## src/hdl/pfbs_pkg.sv

```systemverilog
`default_nettype none

package pfbs_pkg;

    localparam int PACKET_BITS = 32;
    localparam int BIT_POS_W   = $clog2(PACKET_BITS);

    localparam logic       MODE_PUSH = 1'b0;
    localparam logic       MODE_PULL = 1'b1;

    localparam logic [7:0] ERR_BYTE0 = 8'd253;
    localparam logic [7:0] ERR_BYTE1 = 8'h03;
    localparam logic [7:0] ERR_BYTE3 = 8'h00;

    typedef logic [PACKET_BITS-1:0] t_packet;

endpackage

`default_nettype wire

```

## src/hdl/pfbs_ram.sv

```systemverilog
`default_nettype none

module pfbs_ram #(
    parameter int WIDTH = 32,
    parameter int DEPTH = 16
) (
    input  wire                     i_clk,
    input  wire                     i_wr_en,
    input  wire [$clog2(DEPTH)-1:0] i_wr_addr,
    input  wire [WIDTH-1:0]         i_wr_data,
    input  wire                     i_rd_en,
    input  wire [$clog2(DEPTH)-1:0] i_rd_addr,
    output logic [WIDTH-1:0]        o_rd_data
);

    logic [WIDTH-1:0] r_mem [DEPTH];

    always_ff @(posedge i_clk) begin
        if (i_wr_en) begin
            r_mem[i_wr_addr] <= i_wr_data;
        end
        if (i_rd_en) begin
            o_rd_data <= r_mem[i_rd_addr];
        end
    end

endmodule

`default_nettype wire

```

## src/hdl/packet_fifo_bit_serializer_top.sv

```systemverilog
// results: a push, or a pull of a packet's 2nd..32nd bit, gives its result in the cycle after the
// request is taken; a pull of a packet's first bit first passes through the slot read state
// throughput: one request per cycle while the output is free or being taken; the first bit of
// a packet waits for the registered read port of the slot memory feeding the bit shift register
// reset (synchronous, active low) clears the pointers, the bit position and the output valid;
// the slot memory is not cleared, every slot is written before it is read
`default_nettype none

module packet_fifo_bit_serializer_top #(
    parameter int SLOT_COUNT = 16
) (
    input  wire         i_clk,
    input  wire         i_rst_n,
    input  wire         i_in_valid,
    output logic        o_in_ready,
    input  wire         i_mode,
    input  wire  [31:0] i_packet_word,
    input  wire  [7:0]  i_rx_status,
    output logic        o_out_valid,
    input  wire         i_out_ready,
    output logic        o_data_bit,
    output logic        o_bit_valid,
    output logic        o_packet_done,
    output logic        o_push_dropped,
    output logic        o_fifo_empty
);

    localparam int PTR_W = $clog2(SLOT_COUNT);
    localparam int BPW   = pfbs_pkg::BIT_POS_W;
    localparam int PB    = pfbs_pkg::PACKET_BITS;

    typedef enum logic {ST_IDLE, ST_LOAD} t_state;

    t_state             r_state, n_state;
    logic [PTR_W-1:0]   r_wr_ptr, n_wr_ptr;
    logic [PTR_W-1:0]   r_rd_ptr, n_rd_ptr;
    logic [BPW-1:0]     r_bit_pos, n_bit_pos;
    logic [PB-2:0]      r_shift, n_shift;
    logic               r_out_valid, n_out_valid;
    logic               r_data_bit, n_data_bit;
    logic               r_bit_valid, n_bit_valid;
    logic               r_packet_done, n_packet_done;
    logic               r_push_dropped, n_push_dropped;
    logic               r_fifo_empty, n_fifo_empty;

    logic               accept;
    logic               is_push;
    logic               full;
    logic               empty;
    logic [PTR_W-1:0]   wr_next;
    logic [PTR_W-1:0]   rd_next;
    logic               ram_wr_en;
    logic               ram_rd_en;
    pfbs_pkg::t_packet  ram_wr_data;
    pfbs_pkg::t_packet  ram_rd_data;

    assign o_in_ready  = (r_state == ST_IDLE) && (!r_out_valid || i_out_ready);
    assign accept      = i_in_valid && o_in_ready;
    assign is_push     = (i_mode == pfbs_pkg::MODE_PUSH);
    assign wr_next     = (r_wr_ptr == PTR_W'(SLOT_COUNT - 1)) ? '0 : r_wr_ptr + 1'b1;
    assign rd_next     = (r_rd_ptr == PTR_W'(SLOT_COUNT - 1)) ? '0 : r_rd_ptr + 1'b1;
    assign full        = (wr_next == r_rd_ptr);
    assign empty       = (r_rd_ptr == r_wr_ptr);
    assign ram_wr_en   = accept && is_push && !full;
    assign ram_rd_en   = accept && !is_push && !empty && (r_bit_pos == '0);
    assign ram_wr_data = (i_rx_status != 8'd0)
        ? {pfbs_pkg::ERR_BYTE3, i_rx_status, pfbs_pkg::ERR_BYTE1, pfbs_pkg::ERR_BYTE0}
        : i_packet_word;

    pfbs_ram #(
        .WIDTH (PB),
        .DEPTH (SLOT_COUNT)
    ) u_slots (
        .i_clk     (i_clk),
        .i_wr_en   (ram_wr_en),
        .i_wr_addr (r_wr_ptr),
        .i_wr_data (ram_wr_data),
        .i_rd_en   (ram_rd_en),
        .i_rd_addr (r_rd_ptr),
        .o_rd_data (ram_rd_data)
    );

    always_comb begin
        n_state        = r_state;
        n_wr_ptr       = r_wr_ptr;
        n_rd_ptr       = r_rd_ptr;
        n_bit_pos      = r_bit_pos;
        n_shift        = r_shift;
        n_out_valid    = r_out_valid && !i_out_ready;
        n_data_bit     = r_data_bit;
        n_bit_valid    = r_bit_valid;
        n_packet_done  = r_packet_done;
        n_push_dropped = r_push_dropped;
        n_fifo_empty   = r_fifo_empty;
        unique case (r_state)
            ST_IDLE: begin
                if (accept) begin
                    if (is_push) begin
                        n_out_valid    = 1'b1;
                        n_data_bit     = 1'b0;
                        n_bit_valid    = 1'b0;
                        n_packet_done  = 1'b0;
                        n_push_dropped = full;
                        if (full) begin
                            n_fifo_empty = empty;
                        end else begin
                            n_wr_ptr     = wr_next;
                            n_fifo_empty = (r_rd_ptr == wr_next);
                        end
                    end else if (empty) begin
                        n_out_valid    = 1'b1;
                        n_data_bit     = 1'b0;
                        n_bit_valid    = 1'b0;
                        n_packet_done  = 1'b0;
                        n_push_dropped = 1'b0;
                        n_fifo_empty   = 1'b1;
                    end else if (r_bit_pos == '0) begin
                        n_state = ST_LOAD;
                    end else begin
                        n_out_valid    = 1'b1;
                        n_data_bit     = r_shift[0];
                        n_bit_valid    = 1'b1;
                        n_push_dropped = 1'b0;
                        n_shift        = r_shift >> 1;
                        n_bit_pos      = r_bit_pos + 1'b1;
                        n_packet_done  = (r_bit_pos == BPW'(PB - 1));
                        n_fifo_empty   = 1'b0;
                        if (r_bit_pos == BPW'(PB - 1)) begin
                            n_rd_ptr     = rd_next;
                            n_fifo_empty = (rd_next == r_wr_ptr);
                        end
                    end
                end
            end
            ST_LOAD: begin
                n_state        = ST_IDLE;
                n_out_valid    = 1'b1;
                n_data_bit     = ram_rd_data[0];
                n_bit_valid    = 1'b1;
                n_packet_done  = 1'b0;
                n_push_dropped = 1'b0;
                n_fifo_empty   = 1'b0;
                n_shift        = ram_rd_data[PB-1:1];
                n_bit_pos      = BPW'(1);
            end
            default: begin
                n_state = ST_IDLE;
            end
        endcase
    end

    always_ff @(posedge i_clk) begin
        if (!i_rst_n) begin
            r_state     <= ST_IDLE;
            r_wr_ptr    <= '0;
            r_rd_ptr    <= '0;
            r_bit_pos   <= '0;
            r_out_valid <= 1'b0;
        end else begin
            r_state     <= n_state;
            r_wr_ptr    <= n_wr_ptr;
            r_rd_ptr    <= n_rd_ptr;
            r_bit_pos   <= n_bit_pos;
            r_out_valid <= n_out_valid;
        end
        r_shift        <= n_shift;
        r_data_bit     <= n_data_bit;
        r_bit_valid    <= n_bit_valid;
        r_packet_done  <= n_packet_done;
        r_push_dropped <= n_push_dropped;
        r_fifo_empty   <= n_fifo_empty;
    end

    assign o_out_valid    = r_out_valid;
    assign o_data_bit     = r_data_bit;
    assign o_bit_valid    = r_bit_valid;
    assign o_packet_done  = r_packet_done;
    assign o_push_dropped = r_push_dropped;
    assign o_fifo_empty   = r_fifo_empty;

    // memory read only waits with the output register free
    a_load_out_free: assert property (@(posedge i_clk) disable iff (!i_rst_n)
        (r_state == ST_LOAD) |-> !r_out_valid)
        else $error("result pending during slot read");

    a_load_gives_bit: assert property (@(posedge i_clk) disable iff (!i_rst_n)
        (r_state == ST_LOAD) |=> (r_out_valid && r_bit_valid && !r_packet_done
            && (r_bit_pos == BPW'(1))))
        else $error("first bit of packet not delivered after slot read");

    a_done_advances: assert property (@(posedge i_clk) disable iff (!i_rst_n)
        (accept && !is_push && !empty && (r_bit_pos == BPW'(PB - 1)))
            |=> (r_rd_ptr != $past(r_rd_ptr)) && (r_bit_pos == '0) && r_packet_done)
        else $error("last bit did not advance read pointer");

    a_no_mixed_result: assert property (@(posedge i_clk) disable iff (!i_rst_n)
        r_out_valid |-> !(r_push_dropped && r_bit_valid) && (!r_packet_done || r_bit_valid))
        else $error("inconsistent result flags");

endmodule

`default_nettype wire
```

## config.mk

```make
export PLATFORM = sky130hd
export DESIGN_NAME = packet_fifo_bit_serializer_top
export DESIGN_NICKNAME = d
export VERILOG_FILES = /design/src/hdl/pfbs_pkg.sv /design/src/hdl/pfbs_ram.sv /design/src/hdl/packet_fifo_bit_serializer_top.sv
export SDC_FILE = /design/constraint.sdc
export NUM_CORES = 1
export LEC_CHECK = 0
export ABC_AREA = 1
export BUFFER_PORTS_ARGS = -buffer_cell sky130_fd_sc_hd__buf_2
export CAP_MARGIN = 20
export CORE_UTILIZATION = 40
export CTS_BUF_LIST = sky130_fd_sc_hd__clkbuf_16
export CTS_CLUSTER_SIZE = 12
export DETAILED_ROUTE_END_ITERATION = 10
export SYNTH_ARGS = -nofsm -noshare
export SYNTH_HDL_FRONTEND = slang
export SYNTH_SLANG_ARGS = --single-unit
```

## constraint.sdc

```tcl
create_clock -name i_clk -period 12.4 [get_ports i_clk]
set_input_delay 0 -clock i_clk [delete_from_list [all_inputs] [get_ports i_clk]]
set_output_delay 0 -clock i_clk [all_outputs]
set_load 0.01 [all_outputs]
```

==> flow_summary.yaml <==
run_status:
  status: "complete, no violations"
worst_setup_path:
  worst_path_max_delay_cell: "clkinv_2"
  arrival_ns: 4.58
  end_kind: "register"
  path_cells: "buf_4 -> clkinv_2 -> buf_4 -> o21ai_0 -> o221ai_1 -> nand3_1 -> nand3_1"
  max_stage_delay_ns: 0.93
  r2r_slack_ns: 8.16
  cp_max_fo: 83
  start_kind: "register"
  required_ns: 12.74
  path_class: "reg -> reg"
floorplanning:
  initial_utilization: 0.408
  row_count: 88
  dieArea_um2: 60200
  die_y_um: 245
  core_area_um2: 58100
  ioPinCount: 52
  fp.dieW_um: 245
synthesis:
  synth_ff_type: "edfxtp_1"
  synth_seq_cells: 595
  avgSynthCellArea_um2: 12.9
  async_reset_ff_frac: 0
  synthCells: 1836
  synth.most_common_cell: "edfxtp_1"
  synth_common_cells: "edfxtp_1, nor2_1, o21ai_0"
  synth_top_area_share: 0.735
  synthTopCellsByArea: "edfxtp_1, o21ai_0, nor2_1"
  yosysTopAreaCell: "edfxtp_1"
  syn_nets: 1889
  syn_area_um2: 23700
  yosys_warnings: 0
  yosysUniqueCellTypes: 36
  seq_area_frac_synth: 0.748
  synth_edf_count: 580
final_layout:
  fillerInstances: 5142
  fin_util: 0.465
  diodes: 0
  multi_input_area_um2: 5310
  drive_gt1_frac: 0.114
  ff_latch_area_um2: 17700
  area_growth_pct: 14.0
  final_nets: 1952
clock_tree:
  clock_latency_ns: 0.60
  cts_tree: "yes"
  cts_setup_buffers: 0
  cts_buffer_depth: 3
  path_clk_slew_ns: 0.06
  htree_levels: 3
  cts-root-buf: "clkbuf_16"
  cts_buffers: 66
  clock-sinks: 595
sta:
  finalSetupViolCount: 0
  fin_crit_sh: 0.342
  hold_viol: 0
  finalSetupTns_ns: 0
  drv_slew: 0
  relSlewSlack: 0.295
  period_minus_slack_ns: 4.24
  rsz0062_at_grt: "no"
  max_freq_mhz: 236
  tightest_slew_ns: 1.06
  skew_ns: 0.0222
placed_design:
  globalplace.congestion: 0.776
  port_buffers: 51
  dp_hpwl_um: 27800
drt:
  drcViolationCount: 0
  wl_per_cell_um: 21.4
  drtIter0Drc: 1613
  vias: 15000
  routed_wl_um: 57900
  ant_nets: 0
  drtPass1Iterations: 5
  via_per_inst: 5.54
grt:
  overflow: 0
  grt_max_degree: 119
  grt_pass1_vias: 14400
  busiest_layer: "met2"
  antenna_found_initial: 1
  met1_usage: 0.277
  grt_pass1_wl_um: 87700
  gr-usage-met3: 0.0348
  gr-usage-all-layers: 0.194
  grt_use_met2: 0.304
min_path:
  hold_class: "in -> reg"
power:
  internal_power_mw: 3.30
  p_switching_mw: 0.832
  p_comb_frac: 0.022
  clockPowerShare: 0.440
  power.leakage_nw: 9.83
  sw_frac_of_total: 0.201
  seq_power_share: 0.537
  ir_drop_mv: 0.102
  cellPowerDensity_nw_per_um2: 153
flow_run:
  drv_cap: 0
==> area by class of cell <==
type / count / share of cell area
Clock buffer: 68 / 0.0630
Clock inverter: 43 / 0.0112
Inverter: 56 / 0.00801
Multi-Input combinational cell: 1069 / 0.197
Sequential cell: 595 / 0.656
Tap cell: 765 / 0.0354
Timing Repair Buffer: 111 / 0.0296
==> layer usage <==
| layer | routed length, µm | vias up |
|---|---|---|
| met5 | 0 | - |
| met4 | 1320 | 0 |
| met3 | 4020 | 90 |
| met2 | 26600 | 544 |
| met1 | 26000 | 7514 |
| li1 | - | 6837 |
==> placed cells by master (no fill, tap or decap), types with 13 or more instances in the layout <==
cell type,n
buf_2,51
buf_4,32
clkbuf_16,68
clkinv_1,14
dlygate4sd3_1,26
edfxtp_1,580
inv_1,64
nand2_1,216
nand3_1,73
nor2_1,300
nor3_2,15
o211ai_1,18
o21ai_0,250
o21ai_1,13
o221ai_1,46
o22ai_1,74
==> flip-flops by register name, summed over array words and instances (netlist names) <==
signal,count
r_wr_ptr,4
o_bit_valid,1
r_state,1
o_out_valid,1
r_rd_ptr,4
u_slots.o_rd_data,32
o_packet_done,1
u_slots.r_mem,512
o_fifo_empty,1
r_bit_pos,5
o_data_bit,1
r_shift,31
o_push_dropped,1
==> power groups by stage <==
stage	combinational (mW)	sequential, mW	clock [mW]
2_1_floorplan	0.0514	2.26	0
3_3_place_gp	0.0843	2.26	0
3_5_place_dp	0.0861	2.26	0
4_1_cts	0.0920	2.22	1.85
5_1_grt	0.102	2.22	1.93
6_report	0.0912	2.22	1.82
==> critical path, delay by kind of cell (launching register included) <==
family | cells | cell delay [ns]
and+or+nand+nor | 2 | 0.23
DFF | 1 | 0.80
buffers and inverters | 3 | 2.45
AOI/OAI and AO/OA | 2 | 0.35
==> timing repair <==
| item | 4_1_cts | 5_1_grt |
|---|---|---|
| hold buffers | 26 | 0 |
| gates resized for setup | 0 | 0 |
| hold endpoints to repair | 354 | 0 |
| setup endpoints to repair | 0 | 0 |
==> cells by family (layout without fill, tap and decap cells) <==
family	Yosys count	count (layout)	share of synthesized area
adders and majority gates	8	8	0.00422
and+or+nand+nor	640	640	0.112
xor gates and xnor gates	8	8	0.00296
DFF	595	595	0.748
AOI/OAI and AO/OA	413	413	0.100
buffers and inverters	172	278	0.0323
==> stage by stage <==
stage | std cells | hold WS (ns) | setup WS [ns] | total power, mW | cell area [µm²]
after floorplan | 1836 | 0.121 | 8.27 | 2.31 | 23700
after global placement | 2568 | 0.305 | 8.25 | 2.34 | 24700
after detailed placement | 2569 | 0.310 | 8.20 | 2.35 | 24700
after CTS | 2706 | 0.0131 | 8.20 | 4.16 | 27000
after global routing | 2707 | 0.0362 | 7.95 | 4.25 | 27000
final | 2707 | 0.0252 | 8.16 | 4.13 | 27000
==> worst paths after layout <==
check | from | to | depth (start not counted)
hold reg to reg | r_bit_pos[4] | r_bit_pos[4] | 2
hold / removal | i_packet_word[11] | u_slots.r_mem[12][11] | 3
setup reg to reg | r_rd_ptr[1] | u_slots.o_rd_data[18] | 7
setup / recovery | r_rd_ptr[1] | u_slots.o_rd_data[18] | 7
No activity file was read; power rests on OpenSTA's default activity.
